[src/hw/rtl/swg_pkg.sv]
`timescale 1ns / 1ps
// ----------------------------------------------------------------------------
// Sine wave gradient plotter: shared definitions
// Widths, register map, queue item and point types, gradient tables and the
// elaboration-time helpers for the quarter-wave sine table.
// ----------------------------------------------------------------------------
package swg_pkg;

  localparam int COLUMN_BITS_DEF     = 12;
  localparam int SINE_TABLE_BITS_DEF = 10;
  localparam int SINE_TABLE_BITS_MAX = 14;
  localparam int ROM_ADDR_MAX_W      = SINE_TABLE_BITS_MAX + 1;

  localparam int PHASE_W      = 32;
  localparam int RATIO_STEP_W = 25;
  localparam int HEIGHT_W     = 12;
  localparam int ORIGIN_W     = 16;
  localparam int PIXEL_W      = 17;
  localparam int CHAN_W       = 8;
  localparam int ENTRY_W      = 15;   // quarter-wave magnitude, Q0.15 without sign
  localparam int SINE_W       = 16;

  localparam int CFG_INDEX_W = 8;
  localparam int CFG_DATA_W  = 32;

  // gradient ratio, UQ0.24 with room for exactly one
  localparam int RATIO_FRAC_BITS = 24;
  localparam int RATIO_W         = RATIO_FRAC_BITS + 1;
  localparam int RATIO_ONE       = 1 << RATIO_FRAC_BITS;
  localparam int R6_W            = RATIO_FRAC_BITS + 3;
  localparam int SEG_W           = 3;
  localparam int SEG_LAST        = 5;
  localparam int FRAC_W          = RATIO_FRAC_BITS + 1;
  localparam int BLEND_W         = 36;

  // row arithmetic: scale is 5 * 2^15
  localparam int HS_W          = 30;
  localparam int V_W           = 32;
  localparam int Y_SCALE_SHIFT = 15;
  localparam int Q_W           = 15;
  localparam int RECIP_W       = 16;
  localparam int RECIP_5       = 52429;  // ceil(2^18 / 5), exact for Q_W-bit values
  localparam int RECIP_SHIFT   = 18;
  localparam int MAG_W         = 12;

  localparam int QUEUE_DEPTH = 4;
  localparam int QCNT_W      = $clog2(QUEUE_DEPTH + 1);
  localparam int OUT_DEPTH   = 8;
  localparam int OCNT_W      = $clog2(OUT_DEPTH + 1);

  typedef enum logic [CFG_INDEX_W-1:0] {
    REG_PHASE_STEP  = 8'd0,
    REG_RATIO_STEP  = 8'd1,
    REG_PLOT_HEIGHT = 8'd2,
    REG_ORIGIN_X    = 8'd3,
    REG_ORIGIN_Y    = 8'd4
  } cfg_reg_t;

  typedef struct packed {
    logic [PHASE_W-1:0]      phase_step;
    logic [RATIO_STEP_W-1:0] ratio_step;
    logic [HEIGHT_W-1:0]     plot_height;
    logic [ORIGIN_W-1:0]     origin_x;
    logic [ORIGIN_W-1:0]     origin_y;
  } swg_cfg_t;

  // classified item handed from front to back
  typedef struct packed {
    logic [PIXEL_W-1:0]        pixel_x;
    logic [ROM_ADDR_MAX_W-1:0] rom_addr;
    logic                      negate;
    logic [SEG_W-1:0]          seg;
    logic [FRAC_W-1:0]         frac;
  } swg_item_t;

  typedef struct packed {
    logic [PIXEL_W-1:0] pixel_x;
    logic [PIXEL_W-1:0] pixel_y;
    logic [CHAN_W-1:0]  red;
    logic [CHAN_W-1:0]  green;
    logic [CHAN_W-1:0]  blue;
  } swg_point_t;

  // red, orange, yellow, green, blue, indigo, violet
  localparam logic [CHAN_W-1:0] GRAD_RED [7] =
    '{8'd255, 8'd255, 8'd255, 8'd0, 8'd0, 8'd75, 8'd148};
  localparam logic [CHAN_W-1:0] GRAD_GREEN [7] =
    '{8'd0, 8'd165, 8'd255, 8'd255, 8'd0, 8'd0, 8'd0};
  localparam logic [CHAN_W-1:0] GRAD_BLUE [7] =
    '{8'd0, 8'd0, 8'd0, 8'd0, 8'd255, 8'd130, 8'd211};

  // Quarter-wave entry k of 2^table_bits: Taylor series in Q30, rounded to Q15.
  // Only evaluated at elaboration to fill the sine ROM.
  function automatic logic [ENTRY_W-1:0] quarter_entry(input logic [63:0] k,
                                                       input int table_bits);
    logic [63:0] x;
    logic [63:0] x2;
    logic [63:0] t;
    logic [63:0] s;
    x  = (k * 64'd1686629713) >> table_bits;
    x2 = (x * x) >> 30;
    t  = 64'd1 << 30;
    t  = (64'd1 << 30) - ((x2 * t) >> 30) / 64'd156;
    t  = (64'd1 << 30) - ((x2 * t) >> 30) / 64'd110;
    t  = (64'd1 << 30) - ((x2 * t) >> 30) / 64'd72;
    t  = (64'd1 << 30) - ((x2 * t) >> 30) / 64'd42;
    t  = (64'd1 << 30) - ((x2 * t) >> 30) / 64'd20;
    t  = (64'd1 << 30) - ((x2 * t) >> 30) / 64'd6;
    s  = (x * t) >> 30;
    s  = (s + (64'd1 << 14)) >> 15;
    if (s > 64'd32767) begin
      s = 64'd32767;
    end
    return s[ENTRY_W-1:0];
  endfunction

  // start + frac * (end - start), UQ0.24 blend, truncated to a byte
  function automatic logic [CHAN_W-1:0] blend(input logic [CHAN_W-1:0] a,
                                              input logic [CHAN_W-1:0] b,
                                              input logic [FRAC_W-1:0] frac);
    logic signed [CHAN_W:0]    diff;
    logic signed [BLEND_W-1:0] prod;
    logic signed [BLEND_W-1:0] num;
    diff = $signed({1'b0, b}) - $signed({1'b0, a});
    prod = $signed({{(BLEND_W-FRAC_W){1'b0}}, frac}) * diff;
    num  = $signed({{(BLEND_W-CHAN_W-RATIO_FRAC_BITS){1'b0}}, a,
                    {RATIO_FRAC_BITS{1'b0}}}) + prod;
    return num[BLEND_W-1] ? '0 : num[RATIO_FRAC_BITS +: CHAN_W];
  endfunction

endpackage

[src/hw/rtl/swg_front.sv]
`timescale 1ns / 1ps
// ----------------------------------------------------------------------------
// Sine wave gradient plotter: front end
// Accepts columns, forms phase and ratio products, and classifies each beat
// into sine table address, sign, gradient segment and fraction.
// ----------------------------------------------------------------------------
module swg_front #(
  parameter int COLUMN_BITS     = swg_pkg::COLUMN_BITS_DEF,
  parameter int SINE_TABLE_BITS = swg_pkg::SINE_TABLE_BITS_DEF
) (
  input  logic                        clk,
  input  logic                        rst_n,
  input  logic                        in_valid,
  output logic                        in_ready,
  input  logic [COLUMN_BITS-1:0]      in_column,
  input  swg_pkg::swg_cfg_t           cfg,
  input  logic [swg_pkg::QCNT_W-1:0]  q_count,
  output logic                        push_valid,
  output swg_pkg::swg_item_t          push_item
);
  import swg_pkg::*;

  localparam int RPROD_W   = COLUMN_BITS + RATIO_STEP_W;
  localparam int ADDR_W    = SINE_TABLE_BITS + 1;
  localparam int QUARTER_N = 1 << SINE_TABLE_BITS;

  logic                           accept;
  logic [PHASE_W+COLUMN_BITS-1:0] phase_prod;
  logic [RPROD_W-1:0]             ratio_prod;
  logic [PIXEL_W-1:0]             px;

  logic                           f1_valid_r;
  logic [PHASE_W-1:0]             f1_phase_r;
  logic [RPROD_W-1:0]             f1_ratio_r;
  logic [PIXEL_W-1:0]             f1_px_r;

  logic [SINE_TABLE_BITS-1:0]     sine_idx;
  logic [ADDR_W-1:0]              rom_addr;
  logic [RATIO_W-1:0]             ratio_clamped;
  logic [R6_W-1:0]                r6;
  logic [SEG_W-1:0]               seg_raw;
  logic [SEG_W-1:0]               seg;
  logic [FRAC_W-1:0]              frac;

  // room for the beat in the queue, counting the one still in the product stage
  assign in_ready = ((QCNT_W+1)'(q_count) + (QCNT_W+1)'(f1_valid_r))
                    < (QCNT_W+1)'(QUEUE_DEPTH);
  assign accept   = in_valid && in_ready;

  always_comb begin
    phase_prod = {{PHASE_W{1'b0}}, in_column} * {{COLUMN_BITS{1'b0}}, cfg.phase_step};
    ratio_prod = {{RATIO_STEP_W{1'b0}}, in_column} *
                 {{COLUMN_BITS{1'b0}}, cfg.ratio_step};
    px = {cfg.origin_x[ORIGIN_W-1], cfg.origin_x} +
         {{(PIXEL_W-COLUMN_BITS){1'b0}}, in_column};
  end

  always_ff @(posedge clk) begin
    if (!rst_n) begin
      f1_valid_r <= 1'b0;
    end else begin
      f1_valid_r <= accept;
    end
  end

  always_ff @(posedge clk) begin
    if (accept) begin
      f1_phase_r <= phase_prod[PHASE_W-1:0];
      f1_ratio_r <= ratio_prod;
      f1_px_r    <= px;
    end
  end

  // classification
  always_comb begin
    // top two phase bits pick the quadrant; odd quadrants run the table backwards
    sine_idx = f1_phase_r[PHASE_W-3 -: SINE_TABLE_BITS];
    if (f1_phase_r[PHASE_W-2]) begin
      rom_addr = ADDR_W'(QUARTER_N) - {1'b0, sine_idx};
    end else begin
      rom_addr = {1'b0, sine_idx};
    end

    if (f1_ratio_r > RPROD_W'(RATIO_ONE)) begin
      ratio_clamped = RATIO_W'(RATIO_ONE);
    end else begin
      ratio_clamped = f1_ratio_r[RATIO_W-1:0];
    end
    r6      = (R6_W'(ratio_clamped) << 2) + (R6_W'(ratio_clamped) << 1);
    seg_raw = r6[R6_W-1 -: SEG_W];
    // ratio of exactly one lands at the end of the last segment
    if (seg_raw > SEG_W'(SEG_LAST)) begin
      seg  = SEG_W'(SEG_LAST);
      frac = FRAC_W'(RATIO_ONE);
    end else begin
      seg  = seg_raw;
      frac = {1'b0, r6[RATIO_FRAC_BITS-1:0]};
    end
  end

  assign push_valid         = f1_valid_r;
  assign push_item.pixel_x  = f1_px_r;
  assign push_item.rom_addr = ROM_ADDR_MAX_W'(rom_addr);
  assign push_item.negate   = f1_phase_r[PHASE_W-1];
  assign push_item.seg      = seg;
  assign push_item.frac     = frac;

endmodule

[config.mk]
export PLATFORM = sky130hd
export DESIGN_NAME = swg_front
export DESIGN_NICKNAME = d
export VERILOG_FILES = /design/src/hw/rtl/swg_pkg.sv /design/src/hw/rtl/swg_front.sv
export SDC_FILE = /design/constraint.sdc
export NUM_CORES = 2
export LEC_CHECK = 0
export BUFFER_PORTS_ARGS = -buffer_cell sky130_fd_sc_hd__buf_2
export CORE_UTILIZATION = 45
export CTS_BUF_LIST = sky130_fd_sc_hd__clkbuf_4 sky130_fd_sc_hd__clkbuf_8 sky130_fd_sc_hd__clkbuf_16
export DETAILED_ROUTE_END_ITERATION = 12
export SLEW_MARGIN = 20
export SYNTH_ARGS = -nofsm -noshare
export SYNTH_HDL_FRONTEND = slang
export SYNTH_SLANG_ARGS = --single-unit
[constraint.sdc]
create_clock -name clk -period 13.59 [get_ports clk]
set_input_delay 1.359 -clock clk [delete_from_list [all_inputs] [get_ports clk]]
set_output_delay 1.359 -clock clk [all_outputs]
set_load 0.01 [all_outputs]
; ---- After elaboration in Yosys (flattened, before gate mapping)
; Index checks and enable logic that the tools add are counted.
[word_totals]
regBits = 87
output_inout_bits = 63
wordCells = 18
[op_classes]
add_sub_neg = 4
mul = 2
n_lt_le_gt_ge = 3
n_mux = 4
reduce_logical = 1
[op_table]
columns = op, n
row1 = $mux W25, 2
row2 = $gt A37 B25 Y1 const B, 1
row3 = $mul A12 B25 Y37, 1
row4 = $mul A12 B32 Y32, 1
row5 = $add A27 B26 Y27, 1
row6 = $add A16 B13 Y17, 1
row7 = $mux W11, 1
row8 = $sub A11 B10 Y11 const A, 1
row9 = $add A3 B1 Y4, 1
row10 = $lt A4 B3 Y1 const B, 1
row11 = $gt A3 B3 Y1 const B, 1
row12 = $mux W3, 1
row13 = $logic_and A1 B1 Y1, 1

; ---- Depth between registers and ports, before layout
[logic_depth]
word_depth = 5
depth_mapped = 23
depth_no_buf = 21

; ---- Worst setup path before layout
; No wires, ideal clock.
[synth_path]
kind = in2reg
from = in in_column[3]
to = reg f1_ratio_r[35], data pin
arrival_ns = 6.547
required_time_ns = 13.324
path_slack_ns = 6.777
cell_stages = 21
path_buffers = 2
cell_sequence = clkbuf_1 -> clkbuf_1 -> nand2_1 -> fa_1 -> fa_1 -> inv_1 -> fa_1 -> fa_1 -> inv_1 -> fa_1 -> inv_1 -> ha_1 -> a211oi_1 -> o21ai_0 -> a221oi_2 -> o31ai_4 -> a31oi_4 -> o31ai_4 -> a211oi_2 -> o31ai_2 -> xor2_1
[synth_between]
elab_chain_len = 1
[synth_rtl]
columns = element, line
row1 = start: declaration, swg_front.sv:15  ; input logic [COLUMN_BITS-1:0] in_column,
row2 = $mul A12 B25 Y37, swg_front.sv:52  ; ratio_prod = {{RATIO_STEP_W{1'b0}}, in_column} *
row3 = net ratio_prod[35], swg_front.sv:29  ; logic [RPROD_W-1:0] ratio_prod;
row4 = end signal: assignment, swg_front.sv:69  ; f1_ratio_r <= ratio_prod;
row5 = end: declaration, swg_front.sv:34  ; logic [RPROD_W-1:0] f1_ratio_r;
; The timed path passes the listed nets, and every way through them passes these cells.
; A chain may end at the register's enable or synchronous reset.

; ---- Final worst setup path
[layout_path]
from = in in_column[6]
to = reg f1_ratio_r[36], data pin
; The elaborated chain is that of the path after synthesis.

==> flow_summary.yaml <==
layout:
  finalInstanceArea_mm2: 0.02362
  multi_input_area_mm2: 0.01760
  drive_gt1_share_pct: 8.095
  nFillCells: 4684
  syn2layout_area_growth_pct: 6.468
  diodes: 0
  ff_latch_area_mm2: 0.002002
  nNetsFinal: 3298
timing:
  slew_viol_final: 0
  rsz0062_at_grt: "false"
  timing.hold.ws_ns: 0.6505
  finalCritPeriodShare_pct: 54.05
  fin_crit_ns: 7.345
  clock_skew_ns: 0.01717
  hold_violations: 0
  finalSetupViolCount: 0
  finalSetupTns_ns: 0
  max_freq_ghz: 0.1361
  worst_pin_slew_ns: 0.7993
  max_slew_margin_pct: 46.71
detailed_routing:
  dr.pass1.iters: 6
  vias: 16620
  routedWlPerCell_um: 16.75
  via_per_inst: 5.159
  drt-initial-drc-count: 900
  drc: 0
  ant_nets: 0
  routed_wl_mm: 53.94
power_and_ir_drop:
  power_density_mw_per_mm2: 218.8
  power.combinational.fraction_pct: 84.5
  swShare_pct: 51.61
  power_mw: 5.169
  p_int_mw: 2.501
  leakagePower_nw: 11.93
  netSwitchingPower_mw: 2.667
  peakVddDrop_mv: 0.1921
  seqPwrFrac_pct: 10.8
  pwr-share-clk_pct: 4.7
logic_synthesis:
  ys.flop_type: "edfxtp_1"
  synth-adder-area-share_pct: 51.26
  synth_edf_count: 66
  yosys_warnings: 0
  synth_cell_types: 72
  yosys-top-cells-area: "fa_1 (42%), inv_1 (9.4%), edfxtp_1 (8.9%), ha_1 (8.9%), nand2_1 (7.8%)"
  synth_area_mm2: 0.02219
  ys_seq_area_share_pct: 9.022
  synthSimpleGateAreaFrac_pct: 17.36
  synth_common_cells: "inv_1 (553), fa_1 (470), nand2_1 (460)"
  synth_top_family_by_area: "adder cells"
  synth-compound-area-share_pct: 6.597
  synth_cells: 2507
  async_flop_share_pct: 0
  muxShareOfSynthArea_pct: 0.04511
  yosys.area_share.xor_xnor_pct: 3.942
  ys_seq_elements: 67
  synth.top_cell.area_share_pct: 42.40
  avgSynthCellArea_um2: 8.851
  yosys.area.top_type: "fa_1"
  yosys.cell_count.top_type: "inv_1"
min_path:
  worstHoldPathType: "reg -> reg"
worst_setup_path:
  required_ns: 13.72
  end_kind: "flip-flop"
  start_kind: "input pin"
  crit_path_max_fanout: 52
  arrival_ns: 7.48
  path_class: "in -> reg"
clock_network:
  cts_sinks: 67
  cts_made_buffers: 9
  cts_hold_buf: 0
  h-tree-depth: 3
  clock_latency_ns: 0.41
  postCtsSetupRepairBufs: 0
  cts_resized: 0
  cts_root_buffer: "clkbuf_16"
  cts.clk_slew.worst_paths_ns: 0.06
  tritoncts: "built"
  clockBufferDepth: 2
floorplanning:
  core.rowCount: 81
  num_io_pins: 182
  die-area_mm2: 0.05020
  start_util_pct: 45.52
  die_x_um: 224.1
  coreArea_mm2: 0.04875
  die_y_um: 224.1
grt:
  grt.total_usage_pct: 23.00
  grt_pass1_vias: 18150
  antenna_found_initial: 0
  grt_max_degree: 59
  grt_pass1_wl_mm: 90.73
  grt_remaining_overflow: 0
placement:
  placed_area_mm2: 0.02334
  port_buffers: 148
  hpwl_mm: 40.75
  place.gp.congestion: 0.8521
run_status:
  status: "completed"
run:
  drv_cap: 0
## through the flow
| stage | util, % | std cells | setup slack (ns) |
|---|---|---|---|
| finish | 48.46 | 3221 | 6.245 |
| global route | 48.46 | 3221 | 5.905 |
| CTS | 48.45 | 3221 | 6.275 |
| detailed placement | 47.88 | 3205 | 5.855 |
| global placement | 47.88 | 3205 | 5.885 |
| floorplan | - | 2511 | 6.777 |
## flip-flops by register name, summed over array words and instances (netlist names)
name	cells
f1_phase_r	12
f1_px_r	17
push_valid	1
f1_ratio_r	37
## critical path, stage by stage
cell and delay, ns:
buf_2 0.08, buf_4 0.55, nand2_1 0.17, fa_1 0.57, inv_1 0.06, fa_1 0.56
fa_1 0.43, fa_1 0.49, inv_1 0.05, fa_1 0.47, inv_1 0.04, ha_1 0.38
and4_4 0.28, nand4_4 0.15, a2111oi_1 0.50, a211oi_2 0.20, o31ai_1 0.45, a31oi_1 0.21
o21ai_0 0.19, a21oi_1 0.10, xnor2_1 0.13
## power by group through the flow
| stage | clock network [mW] | registers [mW] | logic [mW] |
|---|---|---|---|
| 5_1_grt | 0.258 | 0.566 | 5.00 |
| 2_1_floorplan | 0 | 0.544 | 3.41 |
| 3_3_place_gp | 0 | 0.559 | 4.31 |
| 6_report | 0.242 | 0.557 | 4.37 |
| 3_5_place_dp | 0 | 0.560 | 4.38 |
| 4_1_cts | 0.252 | 0.558 | 4.42 |
## logic make-up (layout without fill, tap and decap cells)
logic type / after synthesis / after routing
and+or+nand+nor: 816 / 816
buffers and inverters: 684 / 730
adders and majority gates: 627 / 627
AOI/OAI and AO/OA: 212 / 212
xor gates and xnor gates: 99 / 99
DFF: 67 / 67
other: 1 / 5
muxes: 1 / 1
## cells in the final DEF (no fill, tap or decap), drive strengths merged, types with 5 or more instances in the layout
cell	count
nand2b	16
nor4	14
buf	161
a211oi	12
fa	470
nand3	14
o21bai	11
o31ai	11
xor2	32
and3	6
ha	157
clkbuf	9
edfxtp	66
o21ai	43
inv	555
a21o	32
nand2	460
nor2b	11
a31oi	9
a21oi	59
nor3	15
conb	5
nand4	7
o21a	5
and2	209
xnor2	67
nor2	48
## per-layer routing
layer | track usage [%] | share of wire (%)
met4 | 6.452 | 2.1
met5 | 0 | 0
met2 | 39.93 | 50
met3 | 2.794 | 4.2
met1 | 30.15 | 44
## area by class of cell
type,instances,share of cell area (%)
Multi-Input combinational cell,1760,74.50
Timing Repair Buffer,161,3.549
Tap cell,664,3.517
Sequential cell,67,8.474
Clock inverter,7,0.2224
Inverter,553,8.787
Clock buffer,9,0.9533
## worst paths after layout
kind	from	endpoint	slack (ns)	depth (start not counted)
worst max-delay path	in_column[6]	f1_ratio_r[36]	6.24	21
worst min-delay path	push_valid	push_valid	0.65	2
worst max register to register	push_valid	f1_ratio_r[31]	11.62	3
worst min register to register	push_valid	push_valid	0.65	2
No activity file was read; power rests on OpenSTA's default activity.
