File: src/hw/rtl/swg_pkg.sv
`timescale 1ns / 1ps
// ----------------------------------------------------------------------------
// Sine wave gradient plotter: shared definitions
// Widths, register map, queue item and point types, gradient tables and the
// elaboration-time helpers for the quarter-wave sine table.
// ----------------------------------------------------------------------------
package swg_pkg;

  localparam int COLUMN_BITS_DEF     = 12;
  localparam int SINE_TABLE_BITS_DEF = 10;
  localparam int SINE_TABLE_BITS_MAX = 14;
  localparam int ROM_ADDR_MAX_W      = SINE_TABLE_BITS_MAX + 1;

  localparam int PHASE_W      = 32;
  localparam int RATIO_STEP_W = 25;
  localparam int HEIGHT_W     = 12;
  localparam int ORIGIN_W     = 16;
  localparam int PIXEL_W      = 17;
  localparam int CHAN_W       = 8;
  localparam int ENTRY_W      = 15;   // quarter-wave magnitude, Q0.15 without sign
  localparam int SINE_W       = 16;

  localparam int CFG_INDEX_W = 8;
  localparam int CFG_DATA_W  = 32;

  // gradient ratio, UQ0.24 with room for exactly one
  localparam int RATIO_FRAC_BITS = 24;
  localparam int RATIO_W         = RATIO_FRAC_BITS + 1;
  localparam int RATIO_ONE       = 1 << RATIO_FRAC_BITS;
  localparam int R6_W            = RATIO_FRAC_BITS + 3;
  localparam int SEG_W           = 3;
  localparam int SEG_LAST        = 5;
  localparam int FRAC_W          = RATIO_FRAC_BITS + 1;
  localparam int BLEND_W         = 36;

  // row arithmetic: scale is 5 * 2^15
  localparam int HS_W          = 30;
  localparam int V_W           = 32;
  localparam int Y_SCALE_SHIFT = 15;
  localparam int Q_W           = 15;
  localparam int RECIP_W       = 16;
  localparam int RECIP_5       = 52429;  // ceil(2^18 / 5), exact for Q_W-bit values
  localparam int RECIP_SHIFT   = 18;
  localparam int MAG_W         = 12;

  localparam int QUEUE_DEPTH = 4;
  localparam int QCNT_W      = $clog2(QUEUE_DEPTH + 1);
  localparam int OUT_DEPTH   = 8;
  localparam int OCNT_W      = $clog2(OUT_DEPTH + 1);

  typedef enum logic [CFG_INDEX_W-1:0] {
    REG_PHASE_STEP  = 8'd0,
    REG_RATIO_STEP  = 8'd1,
    REG_PLOT_HEIGHT = 8'd2,
    REG_ORIGIN_X    = 8'd3,
    REG_ORIGIN_Y    = 8'd4
  } cfg_reg_t;

  typedef struct packed {
    logic [PHASE_W-1:0]      phase_step;
    logic [RATIO_STEP_W-1:0] ratio_step;
    logic [HEIGHT_W-1:0]     plot_height;
    logic [ORIGIN_W-1:0]     origin_x;
    logic [ORIGIN_W-1:0]     origin_y;
  } swg_cfg_t;

  // classified item handed from front to back
  typedef struct packed {
    logic [PIXEL_W-1:0]        pixel_x;
    logic [ROM_ADDR_MAX_W-1:0] rom_addr;
    logic                      negate;
    logic [SEG_W-1:0]          seg;
    logic [FRAC_W-1:0]         frac;
  } swg_item_t;

  typedef struct packed {
    logic [PIXEL_W-1:0] pixel_x;
    logic [PIXEL_W-1:0] pixel_y;
    logic [CHAN_W-1:0]  red;
    logic [CHAN_W-1:0]  green;
    logic [CHAN_W-1:0]  blue;
  } swg_point_t;

  // red, orange, yellow, green, blue, indigo, violet
  localparam logic [CHAN_W-1:0] GRAD_RED [7] =
    '{8'd255, 8'd255, 8'd255, 8'd0, 8'd0, 8'd75, 8'd148};
  localparam logic [CHAN_W-1:0] GRAD_GREEN [7] =
    '{8'd0, 8'd165, 8'd255, 8'd255, 8'd0, 8'd0, 8'd0};
  localparam logic [CHAN_W-1:0] GRAD_BLUE [7] =
    '{8'd0, 8'd0, 8'd0, 8'd0, 8'd255, 8'd130, 8'd211};

  // Quarter-wave entry k of 2^table_bits: Taylor series in Q30, rounded to Q15.
  // Only evaluated at elaboration to fill the sine ROM.
  function automatic logic [ENTRY_W-1:0] quarter_entry(input logic [63:0] k,
                                                       input int table_bits);
    logic [63:0] x;
    logic [63:0] x2;
    logic [63:0] t;
    logic [63:0] s;
    x  = (k * 64'd1686629713) >> table_bits;
    x2 = (x * x) >> 30;
    t  = 64'd1 << 30;
    t  = (64'd1 << 30) - ((x2 * t) >> 30) / 64'd156;
    t  = (64'd1 << 30) - ((x2 * t) >> 30) / 64'd110;
    t  = (64'd1 << 30) - ((x2 * t) >> 30) / 64'd72;
    t  = (64'd1 << 30) - ((x2 * t) >> 30) / 64'd42;
    t  = (64'd1 << 30) - ((x2 * t) >> 30) / 64'd20;
    t  = (64'd1 << 30) - ((x2 * t) >> 30) / 64'd6;
    s  = (x * t) >> 30;
    s  = (s + (64'd1 << 14)) >> 15;
    if (s > 64'd32767) begin
      s = 64'd32767;
    end
    return s[ENTRY_W-1:0];
  endfunction

  // start + frac * (end - start), UQ0.24 blend, truncated to a byte
  function automatic logic [CHAN_W-1:0] blend(input logic [CHAN_W-1:0] a,
                                              input logic [CHAN_W-1:0] b,
                                              input logic [FRAC_W-1:0] frac);
    logic signed [CHAN_W:0]    diff;
    logic signed [BLEND_W-1:0] prod;
    logic signed [BLEND_W-1:0] num;
    diff = $signed({1'b0, b}) - $signed({1'b0, a});
    prod = $signed({{(BLEND_W-FRAC_W){1'b0}}, frac}) * diff;
    num  = $signed({{(BLEND_W-CHAN_W-RATIO_FRAC_BITS){1'b0}}, a,
                    {RATIO_FRAC_BITS{1'b0}}}) + prod;
    return num[BLEND_W-1] ? '0 : num[RATIO_FRAC_BITS +: CHAN_W];
  endfunction

endpackage

File: src/hw/rtl/swg_fifo.sv
`timescale 1ns / 1ps
// ----------------------------------------------------------------------------
// Sine wave gradient plotter: small register FIFO
// Flop-based queue with occupancy count; head is read combinationally.
// ----------------------------------------------------------------------------
module swg_fifo #(
  parameter int DEPTH = swg_pkg::QUEUE_DEPTH,
  parameter int WIDTH = $bits(swg_pkg::swg_item_t)
) (
  input  logic                         clk,
  input  logic                         rst_n,
  input  logic                         wr_en,
  input  logic [WIDTH-1:0]             wr_data,
  input  logic                         rd_en,
  output logic [WIDTH-1:0]             rd_data,
  output logic                         rd_valid,
  output logic [$clog2(DEPTH+1)-1:0]   count
);
  localparam int PTR_W = $clog2(DEPTH);
  localparam int CNT_W = $clog2(DEPTH + 1);

  logic [WIDTH-1:0] mem_r [DEPTH];
  logic [PTR_W-1:0] wr_ptr_r;
  logic [PTR_W-1:0] rd_ptr_r;
  logic [CNT_W-1:0] count_r;
  logic [PTR_W-1:0] wr_ptr_nxt;
  logic [PTR_W-1:0] rd_ptr_nxt;
  logic [CNT_W-1:0] count_nxt;

  always_comb begin
    wr_ptr_nxt = (wr_ptr_r == PTR_W'(DEPTH - 1)) ? '0 : wr_ptr_r + PTR_W'(1);
    rd_ptr_nxt = (rd_ptr_r == PTR_W'(DEPTH - 1)) ? '0 : rd_ptr_r + PTR_W'(1);
    count_nxt  = count_r + CNT_W'(wr_en) - CNT_W'(rd_en);
  end

  always_ff @(posedge clk) begin
    if (!rst_n) begin
      wr_ptr_r <= '0;
      rd_ptr_r <= '0;
      count_r  <= '0;
    end else begin
      if (wr_en) begin
        wr_ptr_r <= wr_ptr_nxt;
      end
      if (rd_en) begin
        rd_ptr_r <= rd_ptr_nxt;
      end
      count_r <= count_nxt;
    end
  end

  always_ff @(posedge clk) begin
    if (wr_en) begin
      mem_r[wr_ptr_r] <= wr_data;
    end
  end

  assign rd_data  = mem_r[rd_ptr_r];
  assign rd_valid = (count_r != '0);
  assign count    = count_r;

endmodule

File: config.mk
export PLATFORM = sky130hd
export DESIGN_NAME = swg_fifo
export DESIGN_NICKNAME = d
export VERILOG_FILES = /design/src/hw/rtl/swg_pkg.sv /design/src/hw/rtl/swg_fifo.sv
export SDC_FILE = /design/constraint.sdc
export NUM_CORES = 1
export LEC_CHECK = 0
export ABC_CLOCK_PERIOD_IN_PS = 4200
export BUFFER_PORTS_ARGS = -buffer_cell sky130_fd_sc_hd__buf_4
export CORE_MARGIN = 1
export CORE_UTILIZATION = 55
export CTS_CLUSTER_SIZE = 14
export DETAILED_ROUTE_END_ITERATION = 10
export HOLD_SLACK_MARGIN = 0.15
export PLACE_DENSITY = 0.78
export SYNTH_ARGS = -nofsm -noshare
export SYNTH_HDL_FRONTEND = slang
export SYNTH_SLANG_ARGS = --single-unit
File: constraint.sdc
create_clock -name clk -period 4.2 [get_ports clk]
set_clock_uncertainty 0.2 [all_clocks]
set_input_delay 0.21 -clock clk [delete_from_list [all_inputs] [get_ports clk]]
set_output_delay 0.21 -clock clk [all_outputs]
set_load 0.05 [all_outputs]
Word-level counts from Yosys, hierarchy flattened:

Memories as Yosys holds them, arrays and structs flattened. A register that Yosys moved wholly into a read port is not among the register bits.
Cells that the tools add are included.

* bits of input ports: 65
* output and inout bits: 65
* flip-flop bits (word level): 7
* word-level logic and storage cells: 17
* memories: 1
* RAM bits: 244

* reduce and logical (&&, ||, !) cells: 1
* add/sub/neg operators: 4
* multiplexer cells: 6
* equality and inequality tests: 2

Memory list
* mem_r: words 4, bits a word 61, read ports 1, clocked after memory_dff 1, wr ports 1, RTL line swg_fifo.sv:22 `logic [WIDTH-1:0] mem_r [DEPTH];`

Operators with widths (count)
* 2-bit 2-to-1 mux: 4
* 2-bit by 1-bit adder with 2-bit output (second input constant): 2
* 2-bit equality test (second input constant): 2
* 3-bit by 1-bit adder with 3-bit output: 1
* 3-bit nonzero test: 1
* 3-bit by 1-bit subtractor with 3-bit output: 1
* 1-bit 2-to-1 mux: 2

Logic depth before layout (Yosys ltp):

Gate-level depths: netlist of the first run.

* depth after elaboration: 4
* gate-level depth with buffers: 8

Worst setup path after synthesis of the first run:

No wires, ideal clock.

* path type: reg2reg
* start: reg wr_ptr_r[0]
* end: mem mem_r[2][0] in the netlist's numbering, enable pin
* clock period less this slack: 2.602 ns
* setup slack: 1.598 ns
* stages on the path, launching flop included: 4
* data arrival time: 1.976 ns
* setup time: 0.425 ns
* data required time: 3.575 ns
* path buffers: 0
* cell sequence: dfxtp_1 -> inv_1 -> ha_1 -> and2_1

RTL lines
* start: declaration: RTL line swg_fifo.sv:23 `logic [PTR_W-1:0] wr_ptr_r;`
* start signal: assignment: RTL line swg_fifo.sv:43 `wr_ptr_r <= wr_ptr_nxt;`
* end: declaration: RTL line swg_fifo.sv:22

Straight into the memory's write port.

==> impl_metrics.json, run 1 <==
{
  "die_h_um": 132,
  "endpoint_kind": "output pin",
  "synth_cell_type_count": 19,
  "power_density_nw_per_um2": 499,
  "design.core.area_um2": 16600,
  "min_from": "wr_data[33]",
  "crit_arrival_ns": 2.66,
  "cts_buffer_depth": 3,
  "cts_inserted_buffers": 25,
  "cts_tree": "done",
  "p_leak_nw": 4.11,
  "status": "completed",
  "start_util_pct": 56.2,
  "async_reset_ff_share_pct": 0,
  "fill_cells": 1021,
  "dr.pass1.iters": 4,
  "syn_nets": 434,
  "synth_seq_cells": 253,
  "final_cell_mix": "edfxtp_1, buf_4, dlygate4sd3_1",
  "final_nets": 643,
  "die_w_um": 132,
  "max-vdd-ir-drop_mv": 0.370,
  "hold_depth": 2,
  "layout_commonest_cell": "edfxtp_1",
  "min_to": "mem_r[3][33]",
  "syn2layout_area_growth_pct": 27.5,
  "cp.required_ns": 3.79,
  "drc": 0,
  "num_antenna_cells": 0,
  "dpl.hpwl_um": 8930,
  "synthCells": 361,
  "grt_max_degree": 62,
  "reg2reg_depth": 6,
  "synth_area_um2": 9320,
  "die_area_um2": 17500,
  "wl_per_cell_um": 20.5,
  "antenna_found_initial": 0,
  "rrSetupSlack_ns": 2.21,
  "min_period_over_period_pct": 73.1,
  "yosys_warnings": 0,
  "max_slew_margin_pct": 28.4,
  "grt_util_all_layers_pct": 19.4,
  "hold_viol": 0,
  "final_cells": 808,
  "r2r-start": "count[0]",
  "grt_pass1_vias": 4860,
  "clk_latency_ns": 0.50,
  "wl_um": 16600,
  "max_freq_mhz": 326,
  "cts.htree.levels": 1,
  "synth_edf_count": 244,
  "vias": 4348,
  "cts.reportedPaths.clkPinSlew_ns": 0.06,
  "grt_pass1_wl_um": 25500,
  "rows": 47,
  "setup_viol": 0,
  "drt-vias-per-instance": 5.38,
  "min-delay-path-class": "in -> reg",
  "postRouteAntennaNets": 0,
  "ys_seq_area_share_pct": 80.6,
  "finalMaxSlewViolations": 0,
  "worst_slew_pin_slew_ns": 1.07,
  "pin_count": 130,
  "clock_sinks": 253,
  "crit_fanout": 53,
  "drive_gt1_share_pct": 40.6,
  "rsz0062_at_grt": "false",
  "overflow": 0,
  "ctsRootBufferMaster": "clkbuf_16",
  "drt_first_iter_violations": 237,
  "io_buffers": 129,
  "synthFlopType": "edfxtp_1",
  "path_class": "reg -> out",
  "syn_avg_cell_area_um2": 25.8,
  "fin_crit_ns": 3.07,
  "tns_ns": 0,
  "r2r-end": "count[0]",
  "maxCapViolCount": 0,
  "worstSetupStartpointType": "register",
  "post-place-cells": 698,
  "place.gp.congestion": 0.688
}
## synthesized netlist by cell type (4+ instances only)
library cell | number | area [µm²]
edfxtp_1 | 244 | 7330
mux4_2 | 60 | 1350
dfxtp_1 | 9 | 180
ha_1 | 7 | 87.6
buf_12 | 6 | 120
buf_2 | 6 | 30.0
inv_1 | 6 | 22.5
and2_1 | 5 | 31.3
nor2_1 | 4 | 15.0
## sequential cells by signal (all words and copies together) (netlist names), named ones only
name and flops:
wr_ptr_r 2, count 3, mem_r 244, rd_ptr_r 2
## layer usage
metal / vias up / GRT usage, % / share of wire, %
met2: 145 / 34.7 / 53
met4: 0 / 5.94 / 2.0
met1: 2223 / 24.2 / 40
met3: 30 / 3.65 / 5.3
li1: 1950 / - / -
met5: - / 0 / 0
## cells by family after synthesis
logic type	share of synthesized area, %
flip-flops	80.6
adder cells (fa/ha/maj)	1.16
multiplexers	15.0
AND/OR/NAND/NOR	0.887
buffers and inverters	2.01
XOR/XNOR	0.242
AO/OA/AOI/OAI	0.107
## worst max path at each step
stage                              to  cells past startpoint
after floorplan           mem_r[2][0]                      3
after global placement    rd_data[10]                      3
after detailed placement   rd_data[6]                      3
after CTS                  rd_data[6]                      3
after global routing       rd_data[6]                      3
final                      rd_data[6]                      3
## metrics by stage
stage | total power (W) | setup slack, ns | hold WS (ns) | util [%] | area, µm²
5_1_grt | 0.00612 | 0.910 | 0.229 | 71.6 | 11900
3_3_place_gp | 0.00378 | 1.58 | 0.209 | 62.9 | 10400
3_5_place_dp | 0.00381 | 1.57 | 0.213 | 62.9 | 10400
6_report | 0.00593 | 1.13 | 0.241 | 71.6 | 11900
4_1_cts | 0.00599 | 1.02 | 0.223 | 71.6 | 11900
2_1_floorplan | 0.00355 | 1.60 | 0.109 | - | 9320
## power breakdown
group	total [W]	internal, W	leakage [nW]	switching (W)
sequential	0.00296	0.00288	2.32	0.0000719
combinational	0.000840	0.000336	1.39	0.000504
clock	0.00214	0.00126	0.401	0.000877
## critical path, stage by stage (launching register included)
cell	delay, ns
dfxtp_4	1.07
buf_4	0.33
mux4_2	0.53
buf_4	0.21
## layout make-up
type / instances / area, µm² / share of cell area, %
Clock buffer: 29 / 671 / 5.65
Clock inverter: 16 / 128 / 1.07
Inverter: 6 / 22.5 / 0.190
Multi-Input combinational cell: 88 / 1630 / 13.7
Sequential cell: 253 / 7510 / 63.3
Tap cell: 220 / 275 / 2.32
Timing Repair Buffer: 196 / 1630 / 13.8
## repair_timing
action                                 4_1_cts  5_1_grt
resized for setup                            0        0
endpoints found under the hold margin      253        0
hold buffers                                65        0
setup buffers                                0        0
(Power assumes the default switching activity.)
==> run 2: changes to the inputs <==
--- a/config.mk
+++ b/config.mk
@@ -5,7 +5,7 @@
 export SDC_FILE = /design/constraint.sdc
 export NUM_CORES = 1
 export LEC_CHECK = 0
-export ABC_CLOCK_PERIOD_IN_PS = 4200
+export ABC_CLOCK_PERIOD_IN_PS = 3200
 export BUFFER_PORTS_ARGS = -buffer_cell sky130_fd_sc_hd__buf_4
 export CORE_MARGIN = 1
 export CORE_UTILIZATION = 55
==> constraint.sdc (replaced) <==
create_clock -name clk -period 3.2 [get_ports clk]
set_clock_uncertainty 0.2 [all_clocks]
set_input_delay 0.16 -clock clk [delete_from_list [all_inputs] [get_ports clk]]
set_output_delay 0.16 -clock clk [all_outputs]
set_load 0.05 [all_outputs]
==> impl_metrics.json, run 2 (same netlist as run 1, synthesis figures left out) <==
{
  "final_nets": 645,
  "final_cells": 810,
  "io_buffers": 129,
  "endpoint_kind": "output pin",
  "drt-vias-per-instance": 5.39,
  "grt_max_degree": 62,
  "place_area_um2": 10500,
  "ctsRootBufferMaster": "clkbuf_16",
  "drive_gt1_share_pct": 40.2,
  "design.core.area_um2": 16600,
  "cp.required_ns": 2.84,
  "power_density_nw_per_um2": 657,
  "regMostFlops": "mem_r",
  "drt_first_iter_violations": 236,
  "overflow": 0,
  "hold_depth": 2,
  "whs_ns": 0.200,
  "crit_arrival_ns": 2.32,
  "hold_viol": 0,
  "r2r-start": "count[0]",
  "die_h_um": 132,
  "vias": 4368,
  "rsz0062_at_grt": "false",
  "tns_ns": 0,
  "start_util_pct": 56.2,
  "die_w_um": 132,
  "min_to": "mem_r[2][12]",
  "syn2layout_area_growth_pct": 27.9,
  "r2r-end": "count[0]",
  "min-delay-path-class": "in -> reg",
  "max-vdd-ir-drop_mv": 0.519,
  "cts_inserted_buffers": 25,
  "wl_per_cell_um": 20.8,
  "finalMaxSlewViolations": 0,
  "clk_latency_ns": 0.50,
  "min_period_over_period_pct": 83.8,
  "antenna_found_initial": 0,
  "drc": 0,
  "grt_pass1_wl_um": 26300,
  "cts_tree": "done",
  "wl_um": 16800,
  "worst_slew_pin_slew_ns": 0.973,
  "setup_viol": 0,
  "fin_crit_ns": 2.68,
  "final_cell_mix": "edfxtp_1, buf_4, dlygate4sd3_1",
  "maxCapViolCount": 0,
  "reg2reg_depth": 6,
  "postCtsSetupBuffers": 0,
  "multi_input_area_um2": 1630,
  "fill_cells": 987,
  "grt_pass1_vias": 4856,
  "min_from": "wr_data[12]",
  "rows": 47,
  "cts.htree.levels": 1,
  "pin_count": 130,
  "cts.reportedPaths.clkPinSlew_ns": 0.06,
  "path_class": "reg -> out",
  "status": "completed",
  "final_area_um2": 11900,
  "largest_reg_flops": 244,
  "place.gp.congestion": 0.709,
  "cts_buffer_depth": 3,
  "power.total_w": 0.00783,
  "post-place-cells": 700,
  "dpl.hpwl_um": 8910,
  "postRouteAntennaNets": 0,
  "die_area_um2": 17500,
  "max_freq_mhz": 373,
  "num_antenna_cells": 0,
  "clock_sinks": 253,
  "p_leak_nw": 4.12,
  "dr.pass1.iters": 4,
  "seqCellArea_um2": 7510,
  "max_slew_margin_pct": 35.1,
  "rrSetupSlack_ns": 1.18,
  "crit_fanout": 27,
  "worstSetupStartpointType": "register",
  "layout_commonest_cell": "edfxtp_1",
  "grt_util_all_layers_pct": 20.1
}
==> run 2: cell count changes in the layout (fill, tap and decap cells not counted) <==
| cell | previous run | this run |
|---|---|---|
| clkbuf_1 | 1 | 6 |
| buf_12 | 0 | 2 |
| clkbuf_8 | 3 | 1 |
| clkinv_2 | 9 | 7 |
| bufinv_16 | 2 | 3 |
| clkinv_1 | 4 | 3 |
| clkinvlp_4 | 1 | 0 |
==> run 2: power breakdown <==
group / internal, W / total, W / switching (W)
Sequential: 0.00378 / 0.00386 / 0.0000762
Clock: 0.00170 / 0.00283 / 0.00113
Combinational: 0.000448 / 0.00114 / 0.000694
==> run 2: final cells by class <==
| class | instances | area share [%] |
|---|---|---|
| Clock inverter | 13 | 1.14 |
| Clock buffer | 32 | 5.55 |
| Inverter | 6 | 0.189 |
| Tap cell | 220 | 2.31 |
| Timing Repair Buffer | 198 | 14.1 |
| Sequential cell | 253 | 63.1 |
| Multi-Input combinational cell | 88 | 13.7 |
==> run 2: worst max-delay path by stage <==
stage / to / slack, ns / depth (start not counted)
after floorplan: mem_r[2][0] / 0.60 / 3
after global placement: rd_data[8] / 1.02 / 3
after detailed placement: rd_data[60] / 1.01 / 3
after CTS: rd_data[28] / 0.45 / 3
after global routing: rd_data[28] / 0.39 / 3
final: rd_data[28] / 0.52 / 3
==> run 2: layer usage <==
metal	up-vias	part of all wire, %	global-route usage, %
li1	1956	-	-
met4	0	1.5	4.84
met1	2254	41	26.2
met2	133	53	35.7
met5	-	0	0
met3	25	4.7	3.15
==> run 2: timing repair <==
action                    in CTS  in global routing
resized for setup              0                  0
hold endpoints to repair     253                  0
hold buffers                  65                  0
==> run 2: worst max-delay path: stages (launching register included) <==
cell and delay (ns):
dfxtp_4 0.73, buf_12 0.29, mux4_2 0.57, buf_4 0.22
==> run 2: through the flow <==
| step | util (%) | setup WS [ns] |
|---|---|---|
| global placement | 63.1 | 1.02 |
| detailed placement | 63.1 | 1.01 |
| floorplan | - | 0.598 |
| CTS | 71.9 | 0.449 |
| finish | 71.9 | 0.518 |
| global route | 71.9 | 0.390 |
==> run 3: changes to the inputs <==
--- a/config.mk
+++ b/config.mk
@@ -5,14 +5,15 @@
 export SDC_FILE = /design/constraint.sdc
 export NUM_CORES = 1
 export LEC_CHECK = 0
-export ABC_CLOCK_PERIOD_IN_PS = 3200
+export ABC_AREA = 1
+export ABC_CLOCK_PERIOD_IN_PS = 2800
 export BUFFER_PORTS_ARGS = -buffer_cell sky130_fd_sc_hd__buf_4
 export CORE_MARGIN = 1
 export CORE_UTILIZATION = 55
 export CTS_CLUSTER_SIZE = 14
 export DETAILED_ROUTE_END_ITERATION = 10
 export HOLD_SLACK_MARGIN = 0.15
-export PLACE_DENSITY = 0.78
+export PLACE_DENSITY = 0.77
 export SYNTH_ARGS = -nofsm -noshare
 export SYNTH_HDL_FRONTEND = slang
 export SYNTH_SLANG_ARGS = --single-unit
==> constraint.sdc (replaced) <==
create_clock -name clk -period 2.8 [get_ports clk]
set_clock_uncertainty 0.2 [all_clocks]
set_input_delay 0.14 -clock clk [delete_from_list [all_inputs] [get_ports clk]]
set_output_delay 0.14 -clock clk [all_outputs]
set_load 0.05 [all_outputs]
==> impl_metrics.json, run 3 <==
{
  "grt_pass1_wl_um": 31200,
  "wl_per_cell_um": 16.3,
  "synth_top_cell_by_area": "edfxtp_1",
  "postRouteAntennaNets": 0,
  "crit_arrival_ns": 2.17,
  "die_h_um": 140,
  "max_slew_margin_pct": 58.0,
  "cts_inserted_buffers": 26,
  "synth_area_um2": 10500,
  "clock_sinks": 253,
  "start_util_pct": 56.1,
  "timing.final.ws_setup_ns": 0.294,
  "num_antenna_cells": 0,
  "cts.htree.levels": 1,
  "io_buffers": 129,
  "dpl_worst_slack_ns": 0.836,
  "die_w_um": 140,
  "p_clk_share_pct": 37.2,
  "drc": 0,
  "synth_seq_cells": 253,
  "power_density_nw_per_um2": 727,
  "antenna_found_initial": 0,
  "swShare_pct": 25.8,
  "rows": 50,
  "max_freq_mhz": 399,
  "finalMaxSlewViolations": 0,
  "syn2layout_area_growth_pct": 25.4,
  "seqPwrFrac_pct": 46.4,
  "pin_count": 130,
  "multi_input_area_um2": 2050,
  "overflow": 0,
  "design.core.area_um2": 18600,
  "synthFlopType": "edfxtp_1",
  "regMostFlops": "mem_r",
  "fill_cells": 1239,
  "synth_cell_type_count": 18,
  "intPower_w": 0.00707,
  "postCtsSetupBuffers": 0,
  "max-vdd-ir-drop_mv": 0.535,
  "ctsRootBufferMaster": "clkbuf_16",
  "synth_area_leaders": "edfxtp_1, o211ai_2, inv_1, nand2_1, a21oi_1",
  "ys_seq_area_share_pct": 71.8,
  "cts_buffer_depth": 3,
  "min_period_over_period_pct": 89.5,
  "worstSetupStartpointType": "register",
  "final_cell_mix": "edfxtp_1, buf_4, inv_1",
  "min-delay-path-class": "in -> reg",
  "grt_pass1_vias": 6114,
  "syn_avg_cell_area_um2": 13.6,
  "async_reset_ff_share_pct": 0,
  "net-switching-power_w": 0.00246,
  "dr.pass1.iters": 5,
  "clk_latency_ns": 0.51,
  "yosys_warnings": 0,
  "yosys-top-cells-count": "edfxtp_1, inv_1, nand2_1",
  "status": "completed",
  "syn_nets": 843,
  "wl_um": 19900,
  "p_comb_share_pct": 16.4,
  "cts.reportedPaths.clkPinSlew_ns": 0.06,
  "cp.required_ns": 2.46,
  "fin_crit_ns": 2.51,
  "dpl.hpwl_um": 11200,
  "layout_commonest_cell": "edfxtp_1",
  "crit_fanout": 49,
  "grt_util_all_layers_pct": 20.5,
  "tns_ns": 0,
  "drt_first_iter_violations": 392,
  "worst_slew_pin_slew_ns": 0.631,
  "vias": 6240,
  "synthCells": 770,
  "grt_max_degree": 62,
  "seqCellArea_um2": 7510,
  "largest_reg_flops": 244,
  "path_class": "reg -> out",
  "whs_ns": 0.172,
  "p_leak_nw": 5.18,
  "setup_viol": 0,
  "hold_viol": 0,
  "cts_tree": "done",
  "synth.most_common_cell": "edfxtp_1",
  "maxCapViolCount": 0,
  "endpoint_kind": "output pin",
  "die_area_um2": 19600,
  "rsz0062_at_grt": "false",
  "drive_gt1_share_pct": 25.7,
  "final_nets": 1041,
  "synth_edf_count": 244,
  "drt-vias-per-instance": 5.11,
  "synth.top_cell.area_share_pct": 70.1,
  "place.gp.congestion": 0.739
}
[run 3: final cells by class]
type	count	share of cell area [%]
clock buffers	36	5.71
clock inverters	10	1.14
inverters	137	3.92
multi-input cells	339	15.6
flip-flops and latches	253	57.3
well taps	234	2.23
repair buffers	211	14.1
[run 3: metal layers]
layer	track usage, %	share of wire [%]
met1	26.6	42
met2	36.3	51
met3	3.42	5.5
met4	4.63	1.3
met5	0	0
[run 3: logic make-up (layout without fill, tap and decap cells)]
family | after synthesis | after routing | synth area share, %
AO/OA/AOI/OAI | 189 | 189 | 13.4
adder cells (fa/ha/maj) | 8 | 8 | 1.03
AND/OR/NAND/NOR | 142 | 142 | 5.12
buffers and inverters | 178 | 394 | 8.64
flip-flops | 253 | 253 | 71.8
[run 3: critical path: stages, from the launching register on]
cell     delay (ns)
dfxtp_4        0.75
buf_4          0.40
a21oi_1        0.11
o21ai_0        0.10
nand2_1        0.08
buf_4          0.20
[run 3: final timing paths]
kind                  endpoint         from  cells after the start  slack, ns
setup reg to reg      count[1]     count[0]                      8       0.58
hold / removal    mem_r[0][10]  wr_data[10]                      2       0.17
hold reg to reg    wr_ptr_r[0]  wr_ptr_r[0]                      2       0.33
setup / recovery    rd_data[5]     register                      5       0.29
[run 3: repair_timing]
item                      in CTS  in global routing
hold buffers                  66                  0
hold endpoints to repair     354                  0
resized for setup              0                  0
[run 3: power groups by stage]
stage / registers (W) / clock network, W / logic [W]
after floorplan: 0.00450 / 0 / 0.00102
after global placement: 0.00449 / 0 / 0.00145
after detailed placement: 0.00450 / 0 / 0.00147
after CTS: 0.00442 / 0.00362 / 0.00157
after global routing: 0.00444 / 0.00377 / 0.00166
final: 0.00442 / 0.00355 / 0.00156
[run 3: stage by stage]
| stage | util [%] | area [µm²] | power (W) | cells |
|---|---|---|---|---|
| floorplan | - | 10500 | 0.00552 | 770 |
| global placement | 62.0 | 11600 | 0.00595 | 1108 |
| detailed placement | 62.0 | 11600 | 0.00597 | 1108 |
| CTS | 70.4 | 13100 | 0.00961 | 1220 |
| global route | 70.4 | 13100 | 0.00986 | 1220 |
| finish | 70.4 | 13100 | 0.00954 | 1220 |
